[src/rtl/core/ltedge_pkg.sv]
package ltedge_pkg;

  localparam int unsigned NODE_W    = 32;
  localparam int unsigned TOTAL_W   = 33;
  localparam int unsigned SIZE_W    = 8;
  localparam int unsigned COORD_W   = 8;
  localparam int unsigned NUM_SIZES = 4;
  localparam int unsigned CFG_IDX_W = 3;
  localparam int unsigned CFG_DAT_W = 8;
  localparam int unsigned DIMS_W    = 3;

  // configuration register indexes
  typedef enum logic [CFG_IDX_W-1:0] {
    CFG_SIZE0    = 3'd0,
    CFG_SIZE1    = 3'd1,
    CFG_SIZE2    = 3'd2,
    CFG_SIZE3    = 3'd3,
    CFG_DIMS     = 3'd4,
    CFG_DIRECTED = 3'd5,
    CFG_MUTUAL   = 3'd6,
    CFG_WRAP     = 3'd7
  } cfg_idx_e;

  // live configuration seen by the sequencer
  typedef struct packed {
    logic [NUM_SIZES-1:0][SIZE_W-1:0] size;
    logic [DIMS_W-1:0]                dims_used;
    logic                             directed;
    logic                             mutual;
    logic                             wrap;
  } cfg_t;

  // one result item handed to the output register
  typedef struct packed {
    logic              valid;
    logic [NODE_W-1:0] from_node;
    logic [NODE_W-1:0] to_node;
    logic              present;
    logic              last;
    logic              fin;
  } item_t;

  // size of a dimension, dimensions past the size registers count as one
  function automatic logic [SIZE_W-1:0] size_at(
    input logic [NUM_SIZES-1:0][SIZE_W-1:0] sizes,
    input logic [2:0]                       idx
  );
    logic [SIZE_W-1:0] res;
    res = SIZE_W'(1);
    if (idx < 3'(NUM_SIZES)) begin
      res = sizes[idx[1:0]];
    end
    return res;
  endfunction

  // coordinate sits at the upper border (a zero size has no border)
  function automatic logic is_top(
    input logic [COORD_W-1:0] c,
    input logic [SIZE_W-1:0]  sz
  );
    return (sz != '0) && (c == (sz - SIZE_W'(1)));
  endfunction

endpackage

[src/rtl/core/ltedge_cfg.sv]
module ltedge_cfg
  import ltedge_pkg::*;
(
  input  logic                 clk_i,
  input  logic                 rst_ni,
  input  logic                 cfg_we_i,
  input  logic [CFG_IDX_W-1:0] cfg_index_i,
  input  logic [CFG_DAT_W-1:0] cfg_data_i,
  output cfg_t                 cfg_o
);

  cfg_t cfg_q;

  // register file, one write per cycle
  always_ff @(posedge clk_i or negedge rst_ni) begin
    if (!rst_ni) begin
      for (int k = 0; k < NUM_SIZES; k++) begin
        cfg_q.size[k] <= SIZE_W'(1);
      end
      cfg_q.dims_used <= DIMS_W'(1);
      cfg_q.directed  <= 1'b0;
      cfg_q.mutual    <= 1'b0;
      cfg_q.wrap      <= 1'b0;
    end else if (cfg_we_i) begin
      unique case (cfg_idx_e'(cfg_index_i))
        CFG_SIZE0:    cfg_q.size[0]   <= cfg_data_i;
        CFG_SIZE1:    cfg_q.size[1]   <= cfg_data_i;
        CFG_SIZE2:    cfg_q.size[2]   <= cfg_data_i;
        CFG_SIZE3:    cfg_q.size[3]   <= cfg_data_i;
        CFG_DIMS:     cfg_q.dims_used <= cfg_data_i[DIMS_W-1:0];
        CFG_DIRECTED: cfg_q.directed  <= cfg_data_i[0];
        CFG_MUTUAL:   cfg_q.mutual    <= cfg_data_i[0];
        CFG_WRAP:     cfg_q.wrap      <= cfg_data_i[0];
        default:      cfg_q.wrap      <= cfg_q.wrap;
      endcase
    end
  end

  assign cfg_o = cfg_q;

endmodule

[src/rtl/core/ltedge_mac.sv]
module ltedge_mac
  import ltedge_pkg::*;
(
  input  logic [NODE_W-1:0] a_i,
  input  logic [SIZE_W-1:0] b_i,
  input  logic [NODE_W-1:0] sub_i,
  output logic [NODE_W-1:0] res_o
);

  logic [NODE_W+SIZE_W-1:0] prod;

  // shared multiply, then subtract, modulo 2^32
  always_comb begin
    prod  = (NODE_W+SIZE_W)'(a_i) * (NODE_W+SIZE_W)'(b_i);
    res_o = prod[NODE_W-1:0] - sub_i;
  end

endmodule

[src/rtl/core/ltedge_out.sv]
module ltedge_out
  import ltedge_pkg::*;
(
  input  logic              clk_i,
  input  logic              rst_ni,
  input  item_t             push_i,
  output logic              out_free_o,
  output logic              out_valid_o,
  input  logic              out_stall_i,
  output logic [NODE_W-1:0] from_node_o,
  output logic [NODE_W-1:0] to_node_o,
  output logic              edge_present_o,
  output logic              last_of_node_o,
  output logic              finished_o
);

  logic  valid_q;
  item_t data_q;

  assign out_free_o = !valid_q || !out_stall_i;

  // valid flag
  always_ff @(posedge clk_i or negedge rst_ni) begin
    if (!rst_ni) begin
      valid_q <= 1'b0;
    end else if (out_free_o) begin
      valid_q <= push_i.valid;
    end
  end

  // payload, loaded only with a new item
  always_ff @(posedge clk_i) begin
    if (out_free_o && push_i.valid) begin
      data_q <= push_i;
    end
  end

  assign out_valid_o    = valid_q;
  assign from_node_o    = data_q.from_node;
  assign to_node_o      = data_q.to_node;
  assign edge_present_o = data_q.present;
  assign last_of_node_o = data_q.last;
  assign finished_o     = data_q.fin;

endmodule

[src/rtl/core/ltedge_seq.sv]
module ltedge_seq
  import ltedge_pkg::*;
#(
  parameter int unsigned MAX_DIMS = 4
) (
  input  logic  clk_i,
  input  logic  rst_ni,
  input  cfg_t  cfg_i,
  input  logic  in_valid_i,
  output logic  in_stall_o,
  input  logic  restart_i,
  input  logic  out_free_i,
  output item_t push_o
);

  localparam int unsigned DIDX_W = (MAX_DIMS > 1) ? $clog2(MAX_DIMS) : 1;
  localparam int unsigned ND_W   = $clog2(MAX_DIMS + 1);

  typedef enum logic [6:0] {
    S_IDLE    = 7'b0000001,
    S_RESTART = 7'b0000010,
    S_CHECK   = 7'b0000100,
    S_MUL     = 7'b0001000,
    S_FWD     = 7'b0010000,
    S_BWD     = 7'b0100000,
    S_DONE    = 7'b1000000
  } state_e;

  state_e               state_q, state_d;
  logic [DIDX_W-1:0]    d_q, d_d;
  logic [NODE_W-1:0]    node_q, node_d;
  logic [TOTAL_W-1:0]   total_q, total_d;
  logic [NODE_W-1:0]    acc_q, acc_d;
  logic [NODE_W-1:0]    woff_q, woff_d;
  logic [NODE_W-1:0]    stride_q [MAX_DIMS];
  logic [NODE_W-1:0]    stride_d [MAX_DIMS];
  logic [COORD_W-1:0]   coord_q [MAX_DIMS];
  logic [COORD_W-1:0]   coord_d [MAX_DIMS];
  logic                 pend_valid_q, pend_valid_d;
  logic [NODE_W-1:0]    pend_to_q, pend_to_d;

  logic [ND_W-1:0]      nd;
  logic [SIZE_W-1:0]    sz;
  logic [COORD_W-1:0]   c;
  logic [NODE_W-1:0]    s;
  logic                 c_top, c_zero, sz_two, back;
  logic                 fwd_emit, bwd_emit, cand_emit;
  logic [NODE_W-1:0]    fwd_to, bwd_to, cand_to;
  logic                 last_dim;
  logic [NODE_W-1:0]    mac_a, mac_sub, mac_res;
  logic                 accept;

  // active dimension count, saturated to the storage depth
  assign nd = (4'(cfg_i.dims_used) > 4'(MAX_DIMS)) ? ND_W'(MAX_DIMS)
                                                   : ND_W'(cfg_i.dims_used);

  // per-dimension operands
  assign sz       = size_at(cfg_i.size, 3'(d_q));
  assign c        = coord_q[d_q];
  assign s        = stride_q[d_q];
  assign c_top    = is_top(c, sz);
  assign c_zero   = (c == '0);
  assign sz_two   = (sz == SIZE_W'(2));
  assign back     = cfg_i.directed && cfg_i.mutual;
  assign last_dim = ((ND_W'(d_q) + ND_W'(1)) == nd);

  // forward edge, wrap target uses (size-1)*stride
  assign fwd_to   = !c_top ? (node_q + s) : (node_q - woff_q);
  assign fwd_emit = (cfg_i.wrap || !c_top) && (fwd_to != node_q)
                    && !(sz_two && (c == COORD_W'(1)));

  // backward edge, no self-edge check
  assign bwd_to   = !c_zero ? (node_q - s) : (node_q + woff_q);
  assign bwd_emit = back && (cfg_i.wrap || !c_zero) && !(sz_two && c_zero);

  assign cand_emit = (state_q == S_FWD) ? fwd_emit : bwd_emit;
  assign cand_to   = (state_q == S_FWD) ? fwd_to : bwd_to;

  // shared unit: stride products on restart, wrap offsets per dimension
  assign mac_a   = (state_q == S_RESTART) ? acc_q : s;
  assign mac_sub = (state_q == S_RESTART) ? '0 : s;

  ltedge_mac u_mac (
    .a_i   (mac_a),
    .b_i   (sz),
    .sub_i (mac_sub),
    .res_o (mac_res)
  );

  assign in_stall_o = (state_q != S_IDLE);
  assign accept     = in_valid_i && !in_stall_o;

  // sequencer
  always_comb begin
    logic carry;
    state_d      = state_q;
    d_d          = d_q;
    node_d       = node_q;
    total_d      = total_q;
    acc_d        = acc_q;
    woff_d       = woff_q;
    stride_d     = stride_q;
    coord_d      = coord_q;
    pend_valid_d = pend_valid_q;
    pend_to_d    = pend_to_q;
    push_o       = '0;
    carry        = 1'b1;

    unique case (state_q)
      S_IDLE: begin
        if (accept) begin
          d_d = '0;
          if (restart_i) begin
            node_d  = '0;
            total_d = TOTAL_W'(1);
            acc_d   = NODE_W'(1);
            for (int k = 0; k < MAX_DIMS; k++) begin
              coord_d[k] = '0;
            end
            state_d = S_RESTART;
          end else begin
            state_d = S_CHECK;
          end
        end
      end
      S_RESTART: begin
        stride_d[d_q] = acc_q;
        acc_d         = mac_res;
        if (last_dim) begin
          total_d = TOTAL_W'(mac_res);
        end
        if (d_q == DIDX_W'(MAX_DIMS - 1)) begin
          d_d     = '0;
          state_d = S_CHECK;
        end else begin
          d_d = d_q + DIDX_W'(1);
        end
      end
      S_CHECK: begin
        if (TOTAL_W'(node_q) >= total_q) begin
          if (out_free_i) begin
            push_o.valid = 1'b1;
            push_o.fin   = 1'b1;
            state_d      = S_IDLE;
          end
        end else if (nd == '0) begin
          state_d = S_DONE;
        end else begin
          state_d = S_MUL;
        end
      end
      S_MUL: begin
        woff_d  = mac_res;
        state_d = S_FWD;
      end
      S_FWD, S_BWD: begin
        if (!cand_emit || !pend_valid_q || out_free_i) begin
          if (cand_emit) begin
            if (pend_valid_q) begin
              push_o.valid     = 1'b1;
              push_o.from_node = node_q;
              push_o.to_node   = pend_to_q;
              push_o.present   = 1'b1;
            end
            pend_valid_d = 1'b1;
            pend_to_d    = cand_to;
          end
          if (state_q == S_FWD) begin
            state_d = S_BWD;
          end else if (last_dim) begin
            state_d = S_DONE;
          end else begin
            d_d     = d_q + DIDX_W'(1);
            state_d = S_MUL;
          end
        end
      end
      S_DONE: begin
        if (out_free_i) begin
          push_o.valid     = 1'b1;
          push_o.from_node = node_q;
          push_o.to_node   = pend_valid_q ? pend_to_q : '0;
          push_o.present   = pend_valid_q;
          push_o.last      = 1'b1;
          pend_valid_d     = 1'b0;
          node_d           = node_q + NODE_W'(1);
          // mixed-radix increment over the active dimensions
          for (int k = 0; k < MAX_DIMS; k++) begin
            if (carry && (ND_W'(k) < nd)) begin
              if (!is_top(coord_q[k], size_at(cfg_i.size, 3'(k)))) begin
                coord_d[k] = coord_q[k] + COORD_W'(1);
                carry      = 1'b0;
              end else begin
                coord_d[k] = '0;
              end
            end
          end
          state_d = S_IDLE;
        end
      end
      default: begin
        state_d = S_IDLE;
      end
    endcase
  end

  // control and walk state
  always_ff @(posedge clk_i or negedge rst_ni) begin
    if (!rst_ni) begin
      state_q      <= S_IDLE;
      d_q          <= '0;
      node_q       <= '0;
      total_q      <= TOTAL_W'(1);
      pend_valid_q <= 1'b0;
      for (int k = 0; k < MAX_DIMS; k++) begin
        coord_q[k]  <= '0;
        stride_q[k] <= (k == 0) ? NODE_W'(1) : '0;
      end
    end else begin
      state_q      <= state_d;
      d_q          <= d_d;
      node_q       <= node_d;
      total_q      <= total_d;
      pend_valid_q <= pend_valid_d;
      coord_q      <= coord_d;
      stride_q     <= stride_d;
    end
  end

  // working registers
  always_ff @(posedge clk_i) begin
    acc_q     <= acc_d;
    woff_q    <= woff_d;
    pend_to_q <= pend_to_d;
  end

  // a held edge exists only while a node is being walked
  assert property (@(posedge clk_i) disable iff (!rst_ni)
    pend_valid_q |-> (state_q == S_MUL || state_q == S_FWD ||
                      state_q == S_BWD || state_q == S_DONE))
    else $error("held edge outside a node walk");

  // never push into a full output register
  assert property (@(posedge clk_i) disable iff (!rst_ni)
    push_o.valid |-> out_free_i)
    else $error("item pushed while output register busy");

  // a finished item never carries a held edge along
  assert property (@(posedge clk_i) disable iff (!rst_ni)
    (push_o.valid && push_o.fin) |-> (!pend_valid_q && !push_o.present))
    else $error("finished item with an edge");

  // a restart item always recomputes the strides
  assert property (@(posedge clk_i) disable iff (!rst_ni)
    (accept && restart_i) |=> (state_q == S_RESTART && d_q == '0))
    else $error("restart did not enter stride pass");

  // the last item of a node leaves the sequencer idle
  assert property (@(posedge clk_i) disable iff (!rst_ni)
    (push_o.valid && push_o.last) |=> (state_q == S_IDLE && !pend_valid_q))
    else $error("node end did not return to idle");

endmodule

[src/rtl/core/lattice_torus_edge_generator.sv]
// Grid / torus edge generator.
// Input channel (in_valid_i / in_stall_o, payload restart_i): each item is
// one tick. restart_i = 1 clears the walk, recomputes strides and the node
// count from the registers, then handles node zero; restart_i = 0 handles
// the next node. Each tick gives one or more output items (valid/stall):
// one per edge, last_of_node_o on the final one, a single empty item for a
// node without edges, or a single finished item once all nodes are done.
// Configuration is written through cfg_we_i / cfg_index_i / cfg_data_i
// while the block is idle.
// Steps: a tick is taken, then a check state, then per active dimension a
// multiply on the shared unit for the wrap offset, a forward and a
// backward slot, and a close step for the node; the walk waits in these
// steps while an item is ready and the output register is full. A tick
// past the last node ends at the check state. A restart adds a stride pass
// over all MAX_DIMS dimensions, one multiply per dimension on the same unit.
// The input stalls for the whole walk of a tick. When the receiver stalls,
// the walk waits on the output register with at most one edge held back.
// Reset returns the registers to a one-node lattice and clears the walk.
module lattice_torus_edge_generator
  import ltedge_pkg::*;
#(
  parameter int unsigned MAX_DIMS = 4
) (
  input  logic                 clk_i,
  input  logic                 rst_ni,
  input  logic                 cfg_we_i,
  input  logic [CFG_IDX_W-1:0] cfg_index_i,
  input  logic [CFG_DAT_W-1:0] cfg_data_i,
  input  logic                 in_valid_i,
  output logic                 in_stall_o,
  input  logic                 restart_i,
  output logic                 out_valid_o,
  input  logic                 out_stall_i,
  output logic [NODE_W-1:0]    from_node_o,
  output logic [NODE_W-1:0]    to_node_o,
  output logic                 edge_present_o,
  output logic                 last_of_node_o,
  output logic                 finished_o
);

  cfg_t  cfg;
  item_t push;
  logic  out_free;

  // configuration registers
  ltedge_cfg u_cfg (
    .clk_i       (clk_i),
    .rst_ni      (rst_ni),
    .cfg_we_i    (cfg_we_i),
    .cfg_index_i (cfg_index_i),
    .cfg_data_i  (cfg_data_i),
    .cfg_o       (cfg)
  );

  // walk sequencer with shared multiply unit
  ltedge_seq #(
    .MAX_DIMS (MAX_DIMS)
  ) u_seq (
    .clk_i      (clk_i),
    .rst_ni     (rst_ni),
    .cfg_i      (cfg),
    .in_valid_i (in_valid_i),
    .in_stall_o (in_stall_o),
    .restart_i  (restart_i),
    .out_free_i (out_free),
    .push_o     (push)
  );

  // output register
  ltedge_out u_out (
    .clk_i          (clk_i),
    .rst_ni         (rst_ni),
    .push_i         (push),
    .out_free_o     (out_free),
    .out_valid_o    (out_valid_o),
    .out_stall_i    (out_stall_i),
    .from_node_o    (from_node_o),
    .to_node_o      (to_node_o),
    .edge_present_o (edge_present_o),
    .last_of_node_o (last_of_node_o),
    .finished_o     (finished_o)
  );

endmodule
[config.mk]
export PLATFORM = sky130hd
export DESIGN_NAME = lattice_torus_edge_generator
export DESIGN_NICKNAME = d
export VERILOG_FILES = /design/src/rtl/core/ltedge_pkg.sv /design/src/rtl/core/ltedge_cfg.sv /design/src/rtl/core/ltedge_mac.sv /design/src/rtl/core/ltedge_out.sv /design/src/rtl/core/ltedge_seq.sv /design/src/rtl/core/lattice_torus_edge_generator.sv
export SDC_FILE = /design/constraint.sdc
export NUM_CORES = 2
export LEC_CHECK = 0
export BUFFER_PORTS_ARGS = -buffer_cell sky130_fd_sc_hd__clkbuf_2
export CAP_MARGIN = 20
export CORE_ASPECT_RATIO = 0.7
export CORE_MARGIN = 4
export CORE_UTILIZATION = 59
export DETAILED_ROUTE_END_ITERATION = 8
export GPL_ROUTABILITY_DRIVEN = 1
export GPL_TIMING_DRIVEN = 0
export PLACE_DENSITY = 0.76
export REMOVE_ABC_BUFFERS = 1
export SYNTH_ARGS = -nofsm -noshare
export SYNTH_HDL_FRONTEND = slang
export SYNTH_SLANG_ARGS = --single-unit
[constraint.sdc]
create_clock -name clk_i -period 27.6 [get_ports clk_i]
set_input_delay 1.38 -clock clk_i [delete_from_list [all_inputs] [get_ports clk_i]]
set_output_delay 1.38 -clock clk_i [all_outputs]
set_load 0.02 [all_outputs]
==> metrics.md <==
| Metric | Value |
|---|---|
| Slew Limit Fails | `0` |
| # Max-Cap Violations | `0` |
| Post-CTS Setup Inserts | `0` |
| RSZ-0062 raised after global routing | `no` |
| Antenna violations before repair | `1` |
| Hpwl dp | `74.2 mm` |
| Fillers | `4,230` |
| Global route overflow | `0` |
| First-pass GRT wire length | `152 mm` |
| Die height | `207 um` |
| Nets | `3,661` |
| Asr flop ratio synth | `62.6%` |
| Std cell rows | `72` |
| Die X | `292 um` |
| Largest net degree at the start of global routing | `106` |
| Register area share after synthesis | `35.2%` |
| Final Util | `65.4%` |
| Total number of vias | `25,900` |
| Vias/cell | `6.35` |
| Worst Path Arrival | `11.80 ns` |
| Worst-Skew Late Latency | `0.58 ns` |
| DRT Pass-1 Iters | `7` |
| DRC marker count from the first detailed-route iteration | `2,721` |
| Final setup fails | `0` |
| Synthesized area | `33,400 um^2` |
| Num ports | `86` |
| CP max FO | `31` |
| Worst-path clk slew | `0.07 ns` |
| Gate Count Post-Synth | `3,281` |
| Post-Layout Cell Count | `4,075` |
| Placed cells | `3,990` |
| Syn avg cell area | `10.2 um^2` |
| Gpl congestion | `0.950` |
| EDFF count, synth | `163` |
| Final WL | `97.0 mm` |
| Status | `finished, final reports clean` |
| Die area | `60,500 um^2` |
| Hold_buf cts | `0` |
| Hold Violations, Final | `0` |
| Clk_skew | `0.0302 ns` |
| YS warnings | `0` |
| Slew margin rel. | `20.1%` |
| CTS root buffer | `clkbuf_16` |
| Max Clock Freq | `0.0885 GHz` |
| Remaining antenna violation count after routing | `0` |
| Clock Path Buffers | `3` |
| Share of cells above drive strength 1 | `15.6%` |
| Measured slew at the worst slew-check pin | `1.18 ns` |
| Drc violations | `0` |
| CP Capture Type | `register` |
| Critical setup path kind | `reg -> reg` |
| Final period util | `41.0%` |
| Final setup TNS | `0 ns` |
| Critical Path Source Type | `register` |
| Cts bufs inserted | `43` |
| Sink Count | `436` |
| Synth top area share | `19.9%` |
| Tmin final | `11.31 ns` |
| Seq cells post-synth | `436` |
| Req. time, crit path | `28.09 ns` |
| Port-buffer cells | `85` |
| Hold Crit Class | `reg -> reg` |
| Synth top area cells | `dfrtp_1, edfxtp_1, fa_1, mux2_2, ha_1` |
| Core area | `55,600 um^2` |
| Most used DFF post-synth | `dfrtp_1` |
| Effective utilization at floorplan | `60.0%` |
| Post-CTS sizing | `0` |
| Vias in the first global route | `26,100` |
| WL/cell | `23.8 um` |
| Area grow syn2layout | `8.95%` |
| Area leader, netlist | `dfrtp_1` |
| GRT Util Overall | `32.1%` |
| Htree depth | `2` |
| Count of cell types in the netlist | `79` |
| Clock tree from TritonCTS | `done` |
-- Yosys cell counts, types with 18 or more instances --
| cell | count |
|---|---|
| a21o_1 | 69 |
| a21oi_1 | 142 |
| a22o_1 | 19 |
| and2_1 | 70 |
| and3_1 | 30 |
| buf_1 | 21 |
| clkbuf_1 | 106 |
| dfrtp_1 | 265 |
| edfxtp_1 | 163 |
| fa_1 | 188 |
| ha_1 | 157 |
| inv_1 | 213 |
| mux2_2 | 211 |
| mux2i_1 | 37 |
| mux4_2 | 47 |
| nand2_1 | 336 |
| nand2b_1 | 34 |
| nand3_1 | 76 |
| nand4_1 | 23 |
| nor2_1 | 302 |
| nor3_1 | 60 |
| nor3b_2 | 18 |
| nor4_1 | 25 |
| o21a_1 | 18 |
| o21ai_0 | 147 |
| or3_1 | 18 |
| xnor2_1 | 138 |
| xor2_1 | 88 |
-- worst max-delay path, stage by stage (launching register included) --
cell and delay [ns]:
dfrtp_2 0.86, mux4_2 0.94, clkinv_1 0.97, ha_1 0.61, xor2_1 0.17, o211ai_1 0.11, a211oi_1 0.25, nand4_1 0.72
mux2_2 0.59, ha_1 0.21, fa_1 0.44, xor2_1 0.26, xor2_1 0.54, o311ai_0 0.55, nor4_1 0.46, nand4_1 0.15
nor4_1 0.57, o211ai_1 0.22, or4_1 0.52, or4b_1 0.49, nor4b_2 0.83, o221ai_1 0.38, nor3_1 0.26
-- layout by cell type (no fill, tap or decap), types with 88 or more instances in the layout --
cell type	synthesis	final
a21oi_1	142	141
dfrtp_1	265	263
edfxtp_1	163	163
fa_1	188	188
ha_1	157	157
inv_1	213	213
mux2_2	211	211
nand2_1	336	331
nor2_1	302	297
o21ai_0	147	144
xnor2_1	138	138
xor2_1	88	88
-- cell families after synthesis --
family	count (synthesis)	share of synthesized area (%)
DFF	436	35.2
AOI/OAI and AO/OA	539	10.2
and+or+nand+nor	1077	15.6
adders and majority gates	345	17.2
muxes	295	11.4
xor gates and xnor gates	231	6.28
buffers and inverters	358	4.13
-- per-stage QoR --
stage | hold slack [ns] | setup slack (ns) | instance area (um^2)
after CTS | 0.492 | 16.60 | 36300
after detailed placement | 0.482 | 16.63 | 34900
after global placement | 0.468 | 7.84 | 34200
after floorplan | 0.442 | 14.13 | 32800
final | 0.497 | 16.30 | 36400
after global routing | 0.499 | 15.75 | 36400
-- flip-flops by register name, indices dropped and copies added (netlist names), 2 cells and up --
register,cells
u_out.to_node_o,32
u_seq.acc_q,32
u_cfg.cfg_o,38
u_seq.d_q,2
u_seq.woff_q,32
u_seq.stride_q,128
u_seq.pend_to_q,32
u_seq.node_q,32
u_seq.state_q,7
u_out.from_node_o,32
u_seq.coord_q,32
u_seq.total_q,32
-- layer usage --
metal  up-vias  global-route usage, %  part of all wire [%]
li1      11500                      -                     -
met1     13100                   46.3                    44
met5         -                      0                     0
met2      1150                   51.3                    46
met3       143                   5.96                   8.3
met4         0                   7.39                   2.1
-- cell type report --
cell class / count / area [um^2] / area share, %
diodes: 1 / 2.50 / 0.00688
well taps: 740 / 926 / 2.55
clock inverters: 17 / 159 / 0.437
multi-input cells: 2487 / 20400 / 56.1
repair buffers: 115 / 1020 / 2.80
flip-flops and latches: 436 / 11700 / 32.3
inverters: 216 / 811 / 2.23
clock buffers: 63 / 1290 / 3.55
-- final timing paths --
kind	startpoint	to	slack, ns	depth (start not counted)
worst min-delay path	u_seq.total_q[0]	u_seq.total_q[0]	0.50	2
worst max-delay path	u_seq.d_q[1]	u_seq.state_q[2]	16.30	22
worst max register to register	u_seq.d_q[1]	u_seq.state_q[2]	16.30	22
worst min register to register	u_seq.total_q[0]	u_seq.total_q[0]	0.50	2
max in group asynchronous	rst_ni	u_seq.node_q[19]	25.75	2
min in group asynchronous	rst_ni	u_seq.node_q[31]	0.83	1
Power is not shown: default switching activity piles up to over one toggle a cycle in this logic, so the estimate is an artifact.
